## src/hw/rtl/acd_pkg.sv

```systemverilog
package acd_pkg;

	localparam int WINDOW = 3;
	localparam int SLOT_W = (WINDOW > 1) ? $clog2(WINDOW) : 1;
	localparam int CNT_W = $clog2(WINDOW + 1);

	localparam int DIST_W = 13;
	localparam int SUM_W = DIST_W + $clog2(WINDOW);
	localparam int SPD_W = 11;
	localparam int SPD2_W = DIST_W + 3;
	localparam int MAG_W = 10;
	localparam int SQ_W = 2 * MAG_W;
	localparam int DEC_W = 10;
	localparam int DEC2_W = DEC_W + 1;
	localparam int PROD_W = DEC2_W + DIST_W;

	localparam int DVD_W = SQ_W;
	localparam int DVS_W = DEC2_W;
	localparam int ITER_W = $clog2(DVD_W + 1);

	localparam int SPEED_FLOOR = -1000;
	localparam logic [DIST_W-1:0] STOP_SAT = {DIST_W{1'b1}};
	localparam logic [DEC_W-1:0] DECEL_RST = DEC_W'(100);

	localparam int TDATA_IN_W = 16;
	localparam int TDATA_OUT_W = 40;

	localparam logic CFG_ENABLE = 1'b0;
	localparam logic CFG_DECEL = 1'b1;

	typedef enum logic [1:0] {
		SC_NONE,
		SC_POSSIBLE,
		SC_DETECTED
	} scen_t;

	typedef enum logic [3:0] {
		SQ_IDLE,
		SQ_SUM,
		SQ_AVG_GO,
		SQ_AVG_WAIT,
		SQ_SPEED,
		SQ_MUL,
		SQ_STOP_GO,
		SQ_STOP_WAIT,
		SQ_DONE
	} seq_t;

	typedef struct packed {
		logic accept;
		logic sum_step;
		logic div_start;
		logic div_sel_stop;
		logic avg_load;
		logic speed_load;
		logic mul_load;
		logic stop_load;
		logic finish;
	} dp_cmd_t;

	typedef struct packed {
		logic skip;
		logic sum_last;
		logic div_done;
		logic out_free;
	} dp_status_t;

endpackage

```

## src/hw/rtl/acd_div.sv

```systemverilog
module acd_div (
	input  logic                       clk,
	input  logic                       arst_n,
	input  logic                       start,
	input  logic [acd_pkg::DVD_W-1:0]  dividend,
	input  logic [acd_pkg::DVS_W-1:0]  divisor,
	output logic                       done,
	output logic [acd_pkg::DVD_W-1:0]  quotient
);
	import acd_pkg::*;

	logic              busy_q;
	logic              done_q;
	logic [ITER_W-1:0] iter_q;
	logic [DVS_W-1:0]  rem_q;
	logic [DVD_W-1:0]  quo_q;
	logic [DVS_W-1:0]  dvs_q;
	logic [DVS_W:0]    shifted;
	logic [DVS_W:0]    trial;

	// restoring division, one quotient bit per cycle
	always_comb begin
		shifted = {rem_q, quo_q[DVD_W-1]};
		trial = shifted - {1'b0, dvs_q};
	end

	always_ff @(posedge clk or negedge arst_n) begin
		if (!arst_n) begin
			busy_q <= 1'b0;
			done_q <= 1'b0;
			iter_q <= '0;
		end else begin
			done_q <= 1'b0;
			if (start) begin
				busy_q <= 1'b1;
				iter_q <= ITER_W'(DVD_W);
			end else if (busy_q) begin
				iter_q <= iter_q - 1'b1;
				if (iter_q == ITER_W'(1)) begin
					busy_q <= 1'b0;
					done_q <= 1'b1;
				end
			end
		end
	end

	always_ff @(posedge clk) begin
		if (start) begin
			rem_q <= '0;
			quo_q <= dividend;
			dvs_q <= divisor;
		end else if (busy_q) begin
			if (!trial[DVS_W]) begin
				rem_q <= trial[DVS_W-1:0];
				quo_q <= {quo_q[DVD_W-2:0], 1'b1};
			end else begin
				rem_q <= shifted[DVS_W-1:0];
				quo_q <= {quo_q[DVD_W-2:0], 1'b0};
			end
		end
	end

	assign done = done_q;
	assign quotient = quo_q;

endmodule

```

## src/hw/rtl/acd_datapath.sv

```systemverilog
module acd_datapath (
	input  logic                            clk,
	input  logic                            arst_n,
	input  acd_pkg::dp_cmd_t                cmd,
	output acd_pkg::dp_status_t             status,
	input  logic [acd_pkg::TDATA_IN_W-1:0]  s_tdata,
	input  logic                            s_tuser,
	output logic                            m_tvalid,
	input  logic                            m_tready,
	output logic [acd_pkg::TDATA_OUT_W-1:0] m_tdata,
	input  logic                            cfg_we,
	input  logic                            cfg_addr,
	input  logic [acd_pkg::DEC_W-1:0]       cfg_wdata
);
	import acd_pkg::*;

	logic                    en_q;
	logic [DEC_W-1:0]        decel_q;
	logic [DIST_W-1:0]       win_q [WINDOW];
	logic [SLOT_W-1:0]       slot_q;
	logic [SLOT_W-1:0]       idx_q;
	logic [SUM_W-1:0]        sum_q;
	logic [CNT_W-1:0]        cnt_q;
	logic                    restart_q;
	scen_t                   scen_q;
	scen_t                   scen_next;
	logic [DIST_W-1:0]       prior_q;
	logic [DIST_W-1:0]       avg_q;
	logic signed [SPD_W-1:0] spd_q;
	logic [SQ_W-1:0]         sq_q;
	logic [PROD_W-1:0]       prod_q;
	logic [DIST_W-1:0]       stop_q;
	logic                    out_valid_q;
	logic [TDATA_OUT_W-1:0]  out_data_q;

	logic [DEC2_W-1:0]        decel2;
	logic signed [DIST_W+1:0] diff;
	logic signed [SPD2_W-1:0] spd2;
	logic signed [SPD_W-1:0]  spd_new;
	logic signed [SPD_W-1:0]  neg_spd;
	logic [MAG_W-1:0]         mag;
	logic                     div_done;
	logic [DVD_W-1:0]         quo;
	logic [DVD_W-1:0]         dvd;
	logic [DVS_W-1:0]         dvs;
	logic [DIST_W-1:0]        dist_in;

	assign dist_in = s_tdata[DIST_W-1:0];
	assign decel2 = (decel_q == '0) ? DEC2_W'(2) : {decel_q, 1'b0};

	always_ff @(posedge clk or negedge arst_n) begin
		if (!arst_n) begin
			en_q <= 1'b0;
			decel_q <= DECEL_RST;
		end else if (cfg_we) begin
			case (cfg_addr)
				CFG_ENABLE: en_q <= cfg_wdata[0];
				CFG_DECEL:  decel_q <= cfg_wdata;
				default:    en_q <= en_q;
			endcase
		end
	end

	// window, ring slot, scenario and previous average
	always_ff @(posedge clk or negedge arst_n) begin
		if (!arst_n) begin
			for (int i = 0; i < WINDOW; i++) win_q[i] <= '0;
			slot_q <= '0;
			scen_q <= SC_NONE;
			prior_q <= '0;
		end else begin
			if (cmd.accept && !status.skip) begin
				win_q[slot_q] <= dist_in;
				slot_q <= (slot_q == SLOT_W'(WINDOW - 1)) ? '0 : slot_q + 1'b1;
			end
			if (cmd.finish) begin
				if (restart_q) begin
					scen_q <= SC_NONE;
				end else if (scen_q != SC_DETECTED) begin
					scen_q <= scen_next;
					prior_q <= avg_q;
				end
			end
		end
	end

	always_ff @(posedge clk) begin
		if (cmd.accept) begin
			restart_q <= s_tuser;
			idx_q <= '0;
			sum_q <= '0;
			cnt_q <= '0;
		end else if (cmd.sum_step) begin
			idx_q <= idx_q + 1'b1;
			sum_q <= sum_q + SUM_W'(win_q[idx_q]);
			if (win_q[idx_q] != '0) cnt_q <= cnt_q + 1'b1;
		end
	end

	assign dvd = cmd.div_sel_stop ? sq_q : DVD_W'(sum_q);
	assign dvs = cmd.div_sel_stop ? decel2 : DVS_W'(cnt_q);

	acd_div u_div (
		.clk      (clk),
		.arst_n   (arst_n),
		.start    (cmd.div_start),
		.dividend (dvd),
		.divisor  (dvs),
		.done     (div_done),
		.quotient (quo)
	);

	always_comb begin
		diff = $signed({2'b00, avg_q}) - $signed({2'b00, prior_q});
		spd2 = {diff, 1'b0};
		if (spd2 > 0 || spd2 < $signed(SPD2_W'(SPEED_FLOOR))) spd_new = '0;
		else spd_new = spd2[SPD_W-1:0];
		neg_spd = -spd_q;
		mag = neg_spd[MAG_W-1:0];
	end

	always_ff @(posedge clk) begin
		if (cmd.avg_load) avg_q <= (cnt_q == '0) ? '0 : quo[DIST_W-1:0];
		if (cmd.speed_load) spd_q <= spd_new;
		if (cmd.mul_load) begin
			sq_q <= mag * mag;
			prod_q <= decel2 * avg_q;
		end
		if (cmd.stop_load) stop_q <= (quo > DVD_W'(STOP_SAT)) ? STOP_SAT : quo[DIST_W-1:0];
	end

	always_comb begin
		scen_next = scen_q;
		if (en_q) begin
			case (scen_q)
				SC_NONE: begin
					if (avg_q < prior_q && spd_q[SPD_W-1]) scen_next = SC_POSSIBLE;
				end
				SC_POSSIBLE: begin
					if (avg_q > DIST_W'(1) && PROD_W'(sq_q) >= prod_q)
						scen_next = SC_DETECTED;
					else if (avg_q >= prior_q || !spd_q[SPD_W-1] || avg_q == '0)
						scen_next = SC_NONE;
				end
				default: scen_next = SC_NONE;
			endcase
		end
	end

	// output register: scenario, average, speed, stop from bit 0 up
	always_ff @(posedge clk or negedge arst_n) begin
		if (!arst_n) begin
			out_valid_q <= 1'b0;
		end else if (cmd.finish) begin
			out_valid_q <= 1'b1;
		end else if (m_tready) begin
			out_valid_q <= 1'b0;
		end
	end

	always_ff @(posedge clk) begin
		if (cmd.finish) begin
			if (restart_q)
				out_data_q <= {1'b0, DIST_W'(0), SPD_W'(0), prior_q, SC_NONE};
			else if (scen_q == SC_DETECTED)
				out_data_q <= {1'b0, DIST_W'(0), SPD_W'(0), prior_q, SC_DETECTED};
			else
				out_data_q <= {1'b0, stop_q, spd_q, avg_q, scen_next};
		end
	end

	assign m_tvalid = out_valid_q;
	assign m_tdata = out_data_q;

	assign status.skip = s_tuser || (scen_q == SC_DETECTED);
	assign status.sum_last = (idx_q == SLOT_W'(WINDOW - 1));
	assign status.div_done = div_done;
	assign status.out_free = !out_valid_q || m_tready;

	a_frozen_window: assert property (@(posedge clk) disable iff (!arst_n)
		cmd.accept && !s_tuser && scen_q == SC_DETECTED |=> $stable(slot_q))
		else $error("window advanced while detection is frozen");

	a_finish_free: assert property (@(posedge clk) disable iff (!arst_n)
		cmd.finish |-> (!out_valid_q || m_tready))
		else $error("result overwrote an untaken result");

	a_speed_sign: assert property (@(posedge clk) disable iff (!arst_n)
		cmd.finish |=> (m_tdata[25] || m_tdata[25:15] == '0))
		else $error("positive speed in result");

endmodule

```

## src/hw/rtl/acd_ctrl.sv

```systemverilog
module acd_ctrl (
	input  logic                clk,
	input  logic                arst_n,
	input  logic                s_tvalid,
	output logic                s_tready,
	input  acd_pkg::dp_status_t status,
	output acd_pkg::dp_cmd_t    cmd
);
	import acd_pkg::*;

	seq_t state_q;
	seq_t state_next;

	always_ff @(posedge clk or negedge arst_n) begin
		if (!arst_n) state_q <= SQ_IDLE;
		else state_q <= state_next;
	end

	always_comb begin
		state_next = state_q;
		case (state_q)
			SQ_IDLE: begin
				if (s_tvalid) state_next = status.skip ? SQ_DONE : SQ_SUM;
			end
			SQ_SUM:       if (status.sum_last) state_next = SQ_AVG_GO;
			SQ_AVG_GO:    state_next = SQ_AVG_WAIT;
			SQ_AVG_WAIT:  if (status.div_done) state_next = SQ_SPEED;
			SQ_SPEED:     state_next = SQ_MUL;
			SQ_MUL:       state_next = SQ_STOP_GO;
			SQ_STOP_GO:   state_next = SQ_STOP_WAIT;
			SQ_STOP_WAIT: if (status.div_done) state_next = SQ_DONE;
			SQ_DONE:      if (status.out_free) state_next = SQ_IDLE;
			default:      state_next = SQ_IDLE;
		endcase
	end

	always_comb begin
		cmd = '0;
		s_tready = 1'b0;
		case (state_q)
			SQ_IDLE: begin
				s_tready = 1'b1;
				cmd.accept = s_tvalid;
			end
			SQ_SUM:       cmd.sum_step = 1'b1;
			SQ_AVG_GO:    cmd.div_start = 1'b1;
			SQ_AVG_WAIT:  cmd.avg_load = status.div_done;
			SQ_SPEED:     cmd.speed_load = 1'b1;
			SQ_MUL:       cmd.mul_load = 1'b1;
			SQ_STOP_GO: begin
				cmd.div_start = 1'b1;
				cmd.div_sel_stop = 1'b1;
			end
			SQ_STOP_WAIT: begin
				cmd.div_sel_stop = 1'b1;
				cmd.stop_load = status.div_done;
			end
			SQ_DONE:      cmd.finish = status.out_free;
			default:      cmd = '0;
		endcase
	end

	a_done_in_wait: assert property (@(posedge clk) disable iff (!arst_n)
		status.div_done |-> (state_q == SQ_AVG_WAIT || state_q == SQ_STOP_WAIT))
		else $error("divider finished outside a wait state");

	a_skip_path: assert property (@(posedge clk) disable iff (!arst_n)
		cmd.accept && status.skip |=> state_q == SQ_DONE)
		else $error("restart or frozen transaction entered the sample path");

endmodule

```

## src/hw/rtl/approach_collision_detector.sv

```systemverilog
// channel | dir | handshake         | payload
// s_      | in  | s_tvalid/s_tready | tdata: distance_mm; tuser: req_type
// m_      | out | m_tvalid/m_tready | tdata: scenario, avg_distance_mm,
//         |     |                   |        approach_speed, stopping_mm
// cfg_    | in  | cfg_we            | cfg_addr 0 enable, 1 decel; cfg_wdata
//
// A sample transaction makes two passes through the shared 20-bit radix-2 divider
// (average, stopping distance).
// Restart and frozen transactions skip the window sum and the divider.
// A new transaction is accepted while the previous result waits in the output register.
// Reset clears the window, the previous average and the scenario state at once.
module approach_collision_detector (
	input  logic                            clk,
	input  logic                            arst_n,
	input  logic                            s_tvalid,
	output logic                            s_tready,
	input  logic [acd_pkg::TDATA_IN_W-1:0]  s_tdata,  // [12:0] distance_mm
	input  logic                            s_tuser,  // [0] req_type
	output logic                            m_tvalid,
	input  logic                            m_tready,
	// [1:0] scenario, [14:2] avg_distance_mm, [25:15] approach_speed, [38:26] stopping_mm
	output logic [acd_pkg::TDATA_OUT_W-1:0] m_tdata,
	input  logic                            cfg_we,
	input  logic                            cfg_addr,
	input  logic [acd_pkg::DEC_W-1:0]       cfg_wdata
);
	import acd_pkg::*;

	dp_cmd_t    cmd;
	dp_status_t status;

	acd_ctrl u_ctrl (
		.clk      (clk),
		.arst_n   (arst_n),
		.s_tvalid (s_tvalid),
		.s_tready (s_tready),
		.status   (status),
		.cmd      (cmd)
	);

	acd_datapath u_dp (
		.clk       (clk),
		.arst_n    (arst_n),
		.cmd       (cmd),
		.status    (status),
		.s_tdata   (s_tdata),
		.s_tuser   (s_tuser),
		.m_tvalid  (m_tvalid),
		.m_tready  (m_tready),
		.m_tdata   (m_tdata),
		.cfg_we    (cfg_we),
		.cfg_addr  (cfg_addr),
		.cfg_wdata (cfg_wdata)
	);

endmodule

```

## config.mk

```make
export PLATFORM = sky130hd
export DESIGN_NAME = approach_collision_detector
export DESIGN_NICKNAME = d
export VERILOG_FILES = /design/src/hw/rtl/acd_pkg.sv /design/src/hw/rtl/acd_div.sv /design/src/hw/rtl/acd_datapath.sv /design/src/hw/rtl/acd_ctrl.sv /design/src/hw/rtl/approach_collision_detector.sv
export SDC_FILE = /design/constraint.sdc
export NUM_CORES = 1
export LEC_CHECK = 0
export ABC_AREA = 1
export BUFFER_PORTS_ARGS = -buffer_cell sky130_fd_sc_hd__buf_2
export CELL_PAD_IN_SITES_DETAIL_PLACEMENT = 2
export CELL_PAD_IN_SITES_GLOBAL_PLACEMENT = 2
export CORE_MARGIN = 5
export CORE_UTILIZATION = 44
export CTS_BUF_LIST = sky130_fd_sc_hd__clkbuf_8
export CTS_CLUSTER_DIAMETER = 40
export DETAILED_ROUTE_END_ITERATION = 7
export GPL_TIMING_DRIVEN = 0
export PLACE_DENSITY = 0.86
export SYNTH_ARGS = -nofsm -noshare
export SYNTH_HDL_FRONTEND = slang
export SYNTH_SLANG_ARGS = --single-unit
```

## constraint.sdc

```tcl
create_clock -name clk -period 8.9 [get_ports clk]
set_input_delay 1.335 -clock clk [delete_from_list [all_inputs] [get_ports clk]]
set_output_delay 1.335 -clock clk [all_outputs]
set_load 0.02 [all_outputs]
```

---- Yosys cells after proc, flatten, opt, wreduce, memory -nomap -nowiden ----
Cells that the tools add are included.
storage, ports and cells
  register bits ........................... 261
  input bits .............................. 33
  output and inout port bits .............. 42
operators by class
  add/subtract/negate cells ............... 8
  equal/unequal tests ..................... 19
  reduce and logical (&&, ||, !) cells .... 30
  muxes and demuxes ....................... 50
  bitwise gates (word level) .............. 4
  multipliers ............................. 2
  order comparisons ....................... 10
operators with widths
  cell                                                              number
  2-to-1 mux 20 bit                                                 3
  bitwise mux 39 bit                                                1
  2-to-1 mux 13 bit                                                 3
  case mux 4 bit (9 select lines)                                   1
  2-to-1 mux 15 bit                                                 2
  binary-select mux 13 bit (select 2 bit)                           1
  demux 13 bit (select 2 bit)                                       1
  >= comparator 20 x 24 -> 1 bit                                    1
  multiplier 11 x 13 -> 24 bit                                      1
  2-to-1 mux 4 bit                                                  6
  2-to-1 mux 11 bit                                                 2
  greater-than comparator 20 x 13 -> 1 bit (second input constant)  1
  multiplier 10 x 10 -> 20 bit                                      1
  2-to-1 mux 1 bit                                                  19
  == test 4 x 3 -> 1 bit (second input constant)                    4
  2-to-1 mux 2 bit                                                  8
  adder 15 x 13 -> 15 bit                                           1
  greater-than comparator 15 x 1 -> 1 bit (second input constant)   1
  < comparator 15 x 11 -> 1 bit (second input constant)             1
  subtractor 13 x 13 -> 14 bit                                      1
  >= comparator 13 bit                                              1
  greater-than comparator 13 x 1 -> 1 bit (second input constant)   1
  zero test 13 bit                                                  1
  < comparator 13 bit                                               1
  30 further kinds                                                  60

---- Longest topological paths before layout ----
Gate-level depths: netlist (run 1).
  word-level depth ........................ 9
  depth in mapped cells ................... 28

---- Cells and area by module ----
Synthesis (run 1) repeated with hierarchy kept, for this count alone.
second synthesis, totals
  cells, all modules ...................... 2392
  area total of the unflattened synthesis .. 19727.7 µm²
by module, submodules not included
  module        instances  seq. area each (µm²)  area each (µm²)  cells each
  acd_datapath  1          5539.1                16657.2          1993
  acd_div       1          1326.3                2728.9           339
  acd_ctrl      1          100.1                 341.6            60

---- Least setup slack after synthesis (run 1) ----
Ideal clock, no wire load.
  path kind ............................... reg2reg
  start point ............................. register u_dp.spd_q[1]
  end point ............................... register u_dp.sq_q[17] (data pin)
  slack ................................... 3.453 ns
  clock period less this slack ............ 5.447 ns
  buffers on the path ..................... 0
  stages on the path, launching flop included .. 27
  arrival ................................. 5.187 ns
  path through ............................ edfxtp_1 > clkinv_1 > ha_1 > nand2_1 > nor2_1 > nand4_1 > nor2_1 > xor2_1 > inv_1 > nor2_1 > fa_1 > inv_1 > fa_1 > fa_1 > inv_1 > fa_1 > ha_1 > ha_1 > nand3_1 > nand3_1 > nand2_1 > nand2_1 > a21oi_1 > o21ai_0 > nand2_1 > nand2_1 > xor2_1
on the way
  word-level cells in the longest chain between the ends .. 2
RTL lines
  what                          line                 RTL
  from (decl)                   acd_datapath.sv:29   logic signed [SPD_W-1:0] spd_q;
  from (signal assigned)        acd_datapath.sv:124  if (cmd.speed_load) spd_q <= spd_new;
  negation 10 bit               acd_datapath.sv:118  neg_spd = -spd_q;
  multiplier 10 x 10 -> 20 bit  acd_datapath.sv:126  sq_q <= mag * mag;
  to (signal assigned)          acd_datapath.sv:126
  to (decl)                     acd_datapath.sv:30   logic [SQ_W-1:0] sq_q;
No other way between the ends.
A chain may end at the register's enable or synchronous reset.

---- Worst setup path in the final report (run 1) ----
Same ends and word-level chain as after synthesis.

==> results of run 1 <==
==> power by group <==
| group | internal, mW | switching, mW | leakage [nW] |
|---|---|---|---|
| clock network | 0.740 | 0.681 | 0.644 |
| registers | 1.53 | 0.0155 | 2.50 |
| logic | 2.04 | 4.53 | 8.59 |
==> placed cells by master, fill, tap and decap left out, types with 76 or more instances in the layout <==
| cell | netlist | routed |
|---|---|---|
| a21oi_1 | 84 | 84 |
| buf_2 | 13 | 81 |
| dfrtp_1 | 76 | 76 |
| edfxtp_1 | 146 | 146 |
| fa_1 | 125 | 125 |
| ha_1 | 169 | 169 |
| inv_1 | 447 | 466 |
| nand2_1 | 489 | 489 |
| nand3_1 | 87 | 87 |
| nor2_1 | 174 | 173 |
==> cell type report <==
type                       instances  area [µm²]  area share, %
clock buffer                      63       867.1          3.926
inverter                         463        1738          7.869
tap                              592       740.7          3.354
multi-input combinational       1503       10730          48.57
timing repair buffer              72       414.1          1.875
sequential                       255        6965          31.54
buffer                            68       350.3          1.586
clock inverter                    41       282.8          1.280
==> cell families after synthesis <==
kind of cell    count (synthesis)
xor+xnor                       54
other cells                     1
buf+inv                       531
fa+ha+maj                     294
simple gates                  851
flops                         255
compound gates                302
==> per-stage QoR <==
| step | setup slack [ns] | area, µm² | power [mW] | util (%) |
|---|---|---|---|---|
| after floorplan | 3.453 | 19770 | 5.219 | - |
| after global placement | 2.599 | 20860 | 6.510 | 47.06 |
| after detailed placement | 2.162 | 20940 | 6.992 | 47.24 |
| after CTS | 1.727 | 22090 | 9.343 | 49.84 |
| after global routing | 1.364 | 22090 | 9.941 | 49.84 |
| final | 1.558 | 22090 | 9.543 | 49.84 |
==> how the worst max path moves through the flow <==
stage / slack (ns) / cells past startpoint / start / endpoint
finish: 1.56 / 26 / u_dp.spd_q[1] / u_dp.sq_q[17]
global route: 1.36 / 26 / u_dp.spd_q[1] / u_dp.sq_q[17]
CTS: 1.73 / 26 / u_dp.spd_q[1] / u_dp.sq_q[17]
detailed placement: 2.16 / 27 / u_dp.spd_q[1] / u_dp.sq_q[17]
global placement: 2.60 / 26 / u_dp.spd_q[1] / u_dp.sq_q[17]
floorplan: 3.45 / 26 / u_dp.spd_q[1] / u_dp.sq_q[17]
==> state kept, by name, indices dropped and copies added (netlist names), 11 cells and up <==
signal,count
u_dp.avg_q,13
u_dp.m_tdata,38
u_dp.prior_q,13
u_dp.prod_q,23
u_dp.sq_q,17
u_dp.stop_q,13
u_dp.sum_q,15
u_dp.u_div.dvs_q,11
u_dp.u_div.quotient,20
u_dp.u_div.rem_q,11
u_dp.win_q,39
==> layer usage <==
metal / global-route usage, % / part of all wire (%) / wire [µm] / up-vias
li1: - / - / - / 7537
met1: 40.90 / 37 / 33820 / 9286
met2: 65.89 / 51 / 47240 / 837
met3: 6.567 / 5.4 / 5002 / 361
met4: 20.04 / 6.5 / 5947 / 2
met5: 0 / 0.014 / 13 / -
==> worst max-delay path, cell delays in order (launching register included) <==
cell	delay [ns]
edfxtp_1	0.55
clkinv_1	0.43
ha_1	0.39
nand2_1	0.13
nor2_1	0.08
nand4_1	0.13
nor2_1	0.08
xor2_1	0.43
inv_1	0.29
nor2_1	0.22
fa_1	0.48
inv_1	0.12
fa_1	0.45
fa_1	0.61
inv_1	0.10
fa_1	0.52
ha_1	0.33
ha_1	0.43
nand3_1	0.16
nand3_1	0.20
nand2_1	0.08
nand2_1	0.07
a21oi_1	0.10
o21ai_0	0.34
nand2_1	0.11
nand2_1	0.10
xor2_1	0.24
==> flow_metrics.py, run 1 <==
metrics = {
    "min_path": {
        "min_from": "u_dp.win_q[29]",
        "hp-class": "flop to flop",
        "min_to": "u_dp.win_q[29]",
        "min_path_cells": 2,
    },
    "floorplan": {
        "fp.dieW_um": 221.9,
        "ios": 75,
        "die_h_um": 221.9,
        "die_area_um2": 49260,
        "initial_core_util_pct": 44.60,
        "rows": 77,
        "core-area_um2": 44320,
    },
    "worst_setup_path": {
        "cp_data_required_time_ns": 9.38,
        "r2r_setup_slack_ns": 1.56,
        "reg2reg_from": "u_dp.spd_q[1]",
        "r2r.worst_path.cells": 26,
        "arrival_ns": 7.82,
        "worstPathMaxFanout": 9,
        "end_kind": "flop",
        "worstSetupStartpointType": "flop",
        "path_class": "flop to flop",
        "reg2reg_to": "u_dp.sq_q[17]",
    },
    "clocking": {
        "clk_pin_slew_ns": 0.06,
        "cts_sinks": 255,
        "htree_num_levels": 2,
        "cts_buffer_depth": 3,
        "cts-root-buf": "clkbuf_8",
        "hold_buffers": 0,
        "cts_resized": 0,
        "cts_setup_buffers": 0,
        "cts_tree": "built",
        "clk_latency_ns": 0.69,
        "numCtsBuffers": 55,
    },
    "yosys": {
        "syn-instance-count": 2288,
        "synth_area_leaders": "edfxtp_1 (22%), fa_1 (13%), ha_1 (11%)",
        "synthSimpleGateAreaFrac_pct": 18.71,
        "synth_top_area_share_pct": 22.18,
        "yosysMostFrequentCell": "nand2_1",
        "synth_top_family_by_area": "adder cells",
        "yosys_warnings": 0,
        "avgSynthCellArea_um2": 8.639,
        "synth_edf_count": 146,
        "yosys-top-cells-count": "nand2_1 (489), inv_1 (447), nor2_1 (174)",
        "synth_xor_area_share_pct": 2.431,
        "async_reset_ff_share_pct": 30.98,
        "synth_area_um2": 19770,
        "synth_ff_type": "edfxtp_1",
        "ys_types": 63,
        "synthMuxAreaShare_pct": 0,
        "synth_adder_area_share_pct": 23.36,
        "yosysTopAreaCell": "edfxtp_1",
        "ys_ff_latch": 255,
        "synth-compound-area-share_pct": 9.673,
        "ys_seq_area_share_pct": 35.24,
    },
    "final_layout": {
        "nets": 2745,
        "antennaDiodeCount": 0,
        "fillers": 4842,
        "stdcell_count": 3057,
        "area_growth_pct": 11.74,
        "drive_gt1_share_pct": 12.49,
    },
    "pwr": {
        "p_leak_nw": 11.73,
        "vdd_drop_max_uv": 610.9,
        "p_per_area_nw_per_um2": 432.1,
    },
    "route": {
        "drc": 0,
        "viasPerCell": 5.896,
        "wl_per_cell_um": 30.10,
        "finalWirelength_um": 92020,
        "dr_total_vias": 18020,
        "drt_iter0_markers": 1339,
        "drtAntennaViolNets": 0,
        "dr.pass1.iters": 5,
    },
    "sta": {
        "fin_crit_ns": 7.342,
        "rsz0062_at_grt": "false",
        "skew_ns": 0.06415,
        "fmax_mhz": 136.2,
        "setup_violations": 0,
        "relSlewSlack_pct": 0.7681,
        "finalCritPeriodShare_pct": 82.49,
        "hold_viol_final": 0,
        "slew_violations": 0,
        "worst_pin_slew_ns": 1.483,
        "setup_tns_ns": 0,
        "whs_ns": 0.4844,
    },
    "run": {
        "drv_cap": 1,
    },
    "global_routing": {
        "grt_pass1_wl_um": 137200,
        "grt_use_total_pct": 36.57,
        "grt_max_degree": 47,
        "gr-total-overflow": 0,
        "grt_pass1_vias": 20830,
        "antenna_found_initial": 1,
    },
    "place": {
        "dp_hpwl_um": 57080,
        "gp_congestion": 0.8384,
        "dp.cells": 2953,
        "io_buffers": 69,
    },
    "status": {
        "violations": "capacitance limit",
        "status": "finished, violations left",
    },
}
No activity file was read; power rests on OpenSTA's default activity.
==> inputs of run 2 (changes only) <==
Settings changed: CORE_UTILIZATION 44 to 41, PLACE_DENSITY 0.86 to 0.81.
Clock period 8.9 ns to 7.4 ns, I/O delays scaled along.
==> run 2 against run 1 <==
  * The run now ends clean
  * Non-clock buffer count unchanged
  * Global-route usage shrank 11 points
  * Sequential share of layout area fell by 0.14 points
  * Worst setup slack lost 0.83 ns
  * Register-to-register slack got worse by 0.83 ns
  * Wire length decreased by 27%
  * Clock power rose by 24%
  * Largest power group unchanged
==> flow_metrics.py, run 2 (same netlist as run 1, synthesis figures left out) <==
metrics = {
    "sta": {
        "fmax_mhz": 150.0,
        "setup_tns_ns": 0,
        "finalCritPeriodShare_pct": 90.11,
        "hold_viol_final": 0,
        "rsz0062_at_grt": "false",
        "layout_setup_ws_ns": 0.7317,
        "relSlewSlack_pct": 4.112,
        "skew_ns": 0.04123,
        "slew_violations": 0,
        "fin_crit_ns": 6.668,
        "setup_violations": 0,
        "worst_pin_slew_ns": 1.433,
    },
    "route": {
        "dr.pass1.iters": 7,
        "drc": 0,
        "viasPerCell": 5.283,
        "drt_iter0_markers": 845,
        "dr_total_vias": 16270,
        "wl_per_cell_um": 21.95,
        "drtAntennaViolNets": 0,
        "finalWirelength_um": 67620,
    },
    "pwr": {
        "p_per_area_nw_per_um2": 468.8,
        "vdd_drop_max_uv": 544.3,
        "power_frac_seq_pct": 17.9,
        "intPower_mw": 5.171,
        "p_comb_share_pct": 65.2,
        "p_leak_nw": 11.75,
        "switching_share_pct": 50.28,
        "switchingPower_mw": 5.230,
        "power_frac_clock_pct": 16.9,
    },
    "worst_setup_path": {
        "worstPathMaxFanout": 9,
        "arrival_ns": 7.05,
        "worstSetupStartpointType": "flop",
        "path_class": "flop to flop",
        "end_kind": "flop",
        "cp_data_required_time_ns": 7.78,
    },
    "final_layout": {
        "nets": 2746,
        "top_register": "u_dp.win_q",
        "layout_common_cells": "nand2_1 (489), inv_1 (459), nor2_1 (173)",
        "mostFrequentLayoutCell": "nand2_1",
        "drive_gt1_share_pct": 12.58,
        "largest_reg_flops": 39,
        "area_growth_pct": 12.26,
        "fin_area_um2": 22190,
    },
    "clocking": {
        "numCtsBuffers": 56,
        "hold_buffers": 0,
        "clk_pin_slew_ns": 0.06,
        "htree_num_levels": 2,
        "cts_sinks": 255,
        "cts_buffer_depth": 3,
        "clk_latency_ns": 0.67,
        "cts_setup_buffers": 0,
        "cts-root-buf": "clkbuf_8",
        "cts_resized": 0,
        "cts_tree": "built",
    },
    "global_routing": {
        "grt_max_degree": 59,
        "antenna_found_initial": 2,
        "gr-total-overflow": 0,
        "grt_pass1_wl_um": 106800,
        "grt_use_total_pct": 25.66,
        "grt_pass1_vias": 19030,
    },
    "floorplan": {
        "fp.dieW_um": 229.6,
        "ios": 75,
        "rows": 80,
        "die_h_um": 229.6,
        "initial_core_util_pct": 41.40,
        "core-area_um2": 47750,
        "die_area_um2": 52700,
    },
    "status": {
        "status": "completed",
    },
    "place": {
        "dp_hpwl_um": 51560,
        "gp_congestion": 0.8395,
        "dpl_cell_area_um2": 20960,
        "preCtsSetupSlack_ns": 0.7453,
        "io_buffers": 69,
    },
    "run": {
        "drv_cap": 0,
    },
    "min_path": {
        "hp-class": "input port to async pin",
    },
}
-- run 2: changes by cell type in the layout (fill, tap and decap cells not counted) --
cell        delta
buf_16         -1
clkinv_1       +4
clkbuf_8       -5
diode_2        +1
buf_12         +1
inv_8          +1
bufinv_16      +5
clkinv_2       +4
clkinv_4       -2
inv_1          -7
clkinvlp_4     -2
inv_6          +1
-- run 2: power by group through the flow --
| stage | Sequential [mW] | Combinational [mW] | Clock [mW] |
|---|---|---|---|
| CTS | 1.86 | 6.75 | 1.80 |
| finish | 1.86 | 6.78 | 1.76 |
| floorplan | 1.88 | 4.40 | 0 |
| global placement | 1.89 | 6.01 | 0 |
| detailed placement | 1.89 | 6.30 | 0 |
| global route | 1.86 | 7.51 | 1.86 |
-- run 2: cell type report --
class / instances / area, µm²
Tap cell: 615 / 769.5
Inverter: 463 / 1738
Clock buffer: 58 / 798.3
Clock inverter: 45 / 429.2
Timing Repair Buffer: 72 / 406.6
Buffer: 68 / 350.3
Antenna cell: 1 / 2.502
Multi-Input combinational cell: 1503 / 10730
Fill cell: 5324 / 25560
Sequential cell: 255 / 6965
-- run 2: per-stage QoR --
stage,power [mW],hold slack (ns),std cells,utilization [%]
2_1_floorplan,6.277,0.4432,2289,-
3_3_place_gp,7.895,0.4590,2973,43.74
3_5_place_dp,8.190,0.4686,2976,43.89
4_1_cts,10.40,0.3754,3079,46.46
5_1_grt,11.23,0.4072,3080,46.47
6_report,10.40,0.4079,3080,46.47
-- run 2: path summary, 6_finish.rpt --
| path | start | to | slack (ns) | cells after the start |
|---|---|---|---|---|
| min | arst_n | u_dp.m_tvalid | 0.41 | 1 |
| min in group clk | u_dp.win_q[29] | u_dp.win_q[29] | 0.48 | 2 |
| min reg2reg | u_dp.win_q[29] | u_dp.win_q[29] | 0.48 | 2 |
| max reg2reg | u_dp.spd_q[1] | u_dp.sq_q[17] | 0.73 | 26 |
| max | u_dp.spd_q[1] | u_dp.sq_q[17] | 0.73 | 26 |
| max in group asynchronous | arst_n | u_dp.decel_q[5] | 6.29 | 2 |
-- run 2: per-layer routing --
metal | track usage (%) | routed length, µm | up-vias | part of all wire, %
li1 | - | - | 7530 | -
met1 | 31.18 | 28160 | 8282 | 42
met2 | 47.23 | 35110 | 332 | 52
met3 | 3.344 | 2292 | 127 | 3.4
met4 | 8.006 | 2057 | 0 | 3.0
met5 | 0 | 0 | - | 0
-- run 2: critical path, cell delays in order, from the launching register on --
cell and delay [ns]:
edfxtp_1 0.52, clkinv_1 0.38, ha_1 0.36, nand2_1 0.11, nor2_1 0.07, nand4_1 0.13, nor2_1 0.08, xor2_1 0.42
inv_1 0.28, nor2_1 0.21, fa_1 0.46, inv_1 0.11, fa_1 0.42, fa_1 0.55, inv_1 0.05, fa_1 0.48
ha_1 0.31, ha_1 0.37, nand3_1 0.11, nand3_1 0.15, nand2_1 0.10, nand2_1 0.05, a21oi_1 0.20, o21ai_0 0.18
nand2_1 0.11, nand2_1 0.06, xor2_1 0.14
==> inputs of run 3 (changes only) <==
Clock period 7.4 ns to 6.85 ns, I/O delays scaled along.
==> run 3 against run 2 <==
  * Final cell count is essentially flat
  * Global-route usage is the same
  * Maximum frequency grew 3.5%
  * Combinational power grew 8.0%
  * Final area grew 0.15%
  * Register-to-register slack lost 0.32 ns
  * First-iteration DRC count shrank 3.6%
  * Clock-buffer cell count is the same
  * Critical path depth is the same
  * Worst setup slack lost 0.32 ns
  * Critical endpoint unchanged
  * Highest routed layer unchanged
==> flow_metrics.py, run 3 (same netlist as run 1, synthesis figures left out) <==
metrics = {
    "final_layout": {
        "area_growth_pct": 12.42,
        "fillers": 5317,
        "mostFrequentLayoutCell": "nand2_1",
        "largest_reg_flops": 39,
        "top_register": "u_dp.win_q",
        "layout_common_cells": "nand2_1 (488), inv_1 (458), nor2_1 (173)",
        "drive_gt1_share_pct": 12.85,
        "multi_input_area_um2": 10740,
        "nets": 2748,
        "seq_area_um2": 6965,
    },
    "global_routing": {
        "grt_pass1_wl_um": 106800,
        "grt_use_total_pct": 25.66,
        "grt_max_degree": 59,
        "gr-total-overflow": 0,
        "antenna_found_initial": 2,
        "grt_pass1_vias": 19030,
    },
    "route": {
        "drc": 0,
        "drt_iter0_markers": 815,
        "wl_per_cell_um": 21.99,
        "finalWirelength_um": 67780,
        "drtAntennaViolNets": 0,
        "dr_total_vias": 16280,
        "viasPerCell": 5.283,
        "dr.pass1.iters": 7,
    },
    "clocking": {
        "cts_tree": "built",
        "hold_buffers": 0,
        "cts_buffer_depth": 3,
        "clk_pin_slew_ns": 0.06,
        "cts-root-buf": "clkbuf_8",
        "cts_sinks": 255,
        "numCtsBuffers": 56,
        "htree_num_levels": 2,
        "clk_latency_ns": 0.66,
    },
    "pwr": {
        "switchingPower_mw": 5.638,
        "p_leak_nw": 11.76,
        "p_comb_share_pct": 65.2,
        "switching_share_pct": 50.23,
        "power_frac_clock_pct": 16.9,
        "power_frac_seq_pct": 17.9,
        "p_per_area_nw_per_um2": 505.1,
        "intPower_mw": 5.586,
        "vdd_drop_max_uv": 588.6,
    },
    "sta": {
        "skew_ns": 0.04117,
        "layout_setup_ws_ns": 0.4088,
        "finalCritPeriodShare_pct": 94.03,
        "worst_pin_slew_ns": 1.455,
        "setup_violations": 0,
        "setup_tns_ns": 0,
        "fmax_mhz": 155.3,
        "rsz0062_at_grt": "false",
        "relSlewSlack_pct": 2.653,
        "slew_violations": 0,
        "hold_viol_final": 0,
        "fin_crit_ns": 6.441,
    },
    "worst_setup_path": {
        "end_kind": "flop",
        "r2r_setup_slack_ns": 0.41,
        "path_class": "flop to flop",
        "worstSetupStartpointType": "flop",
        "arrival_ns": 6.82,
        "cp_data_required_time_ns": 7.23,
        "worstPathMaxFanout": 8,
    },
    "floorplan": {
        "die_area_um2": 52700,
        "fp.dieW_um": 229.6,
        "die_h_um": 229.6,
        "rows": 80,
        "initial_core_util_pct": 41.40,
        "core-area_um2": 47750,
        "ios": 75,
    },
    "min_path": {
        "hp-class": "input port to async pin",
    },
    "run": {
        "drv_cap": 0,
    },
    "place": {
        "io_buffers": 69,
        "gp_congestion": 0.8395,
        "dp_hpwl_um": 51560,
        "preCtsSetupSlack_ns": 0.1953,
    },
    "status": {
        "status": "completed",
    },
}
run 3: area by class of cell:
class | count | area share, %
Clock buffer | 58 | 3.593
Sequential cell | 255 | 31.35
Inverter | 463 | 7.838
Antenna cell | 1 | 0.01126
Tap cell | 615 | 3.463
Timing Repair Buffer | 75 | 1.931
Multi-Input combinational cell | 1503 | 48.32
Clock inverter | 45 | 1.931
Buffer | 67 | 1.560
run 3: repair_timing:
| action | CTS | global route |
|---|---|---|
| setup endpoints to repair | 0 | 4 |
| setup buffers | 0 | 3 |
| resized for setup | 0 | 4 |
run 3: per-layer routing:
metal / routed length (µm) / vias up / track usage [%]
li1: - / 7537 / -
met1: 28400 / 8297 / 31.18
met2: 35140 / 325 / 47.23
met3: 2173 / 123 / 3.344
met4: 2063 / 0 / 8.006
met5: 0 / - / 0
run 3: power by group through the flow:
stage                     Sequential, mW  Clock [mW]  Combinational, mW
after CTS                           2.01        1.94               7.29
after floorplan                     2.03           0               4.75
final                               2.01        1.90               7.32
after detailed placement            2.04           0               6.81
after global routing                2.01        2.01               8.11
after global placement              2.04           0               6.49
run 3: metrics by stage:
step	hold WS, ns	area (µm²)	power (mW)	cells	utilization, %
floorplan	0.4432	19770	6.782	2289	-
global route	0.3247	22220	12.13	3082	46.54
CTS	0.2929	22190	11.24	3079	46.46
global placement	0.4590	20880	8.528	2973	43.74
detailed placement	0.4686	20960	8.848	2976	43.89
finish	0.3303	22220	11.22	3082	46.54
run 3: critical path, stage by stage (launching register included):
cell and delay, ns:
edfxtp_1 0.54, clkinvlp_4 0.17, ha_1 0.20, nand2_1 0.12, nor2_1 0.15, nand4_1 0.18
nor2_1 0.27, xor2_2 0.36, inv_2 0.17, nor2_1 0.18, fa_1 0.46, inv_1 0.11
fa_1 0.42, fa_1 0.55, inv_1 0.05, fa_1 0.48, ha_1 0.31, ha_1 0.37
nand3_1 0.11, nand3_1 0.15, nand2_1 0.10, nand2_1 0.05, a21oi_1 0.20, o21ai_0 0.19
nand2_1 0.11, nand2_1 0.06, xor2_1 0.14
run 3: worst paths after layout:
| path | cells past startpoint | from | to |
|---|---|---|---|
| min | 1 | arst_n | u_dp.m_tvalid |
| min in group clk | 2 | u_dp.win_q[29] | u_dp.win_q[29] |
| max in group asynchronous | 2 | arst_n | u_dp.decel_q[5] |
| max reg2reg | 26 | u_dp.spd_q[1] | u_dp.sq_q[17] |
| min reg2reg | 2 | u_dp.win_q[29] | u_dp.win_q[29] |
| max | 26 | u_dp.spd_q[1] | u_dp.sq_q[17] |
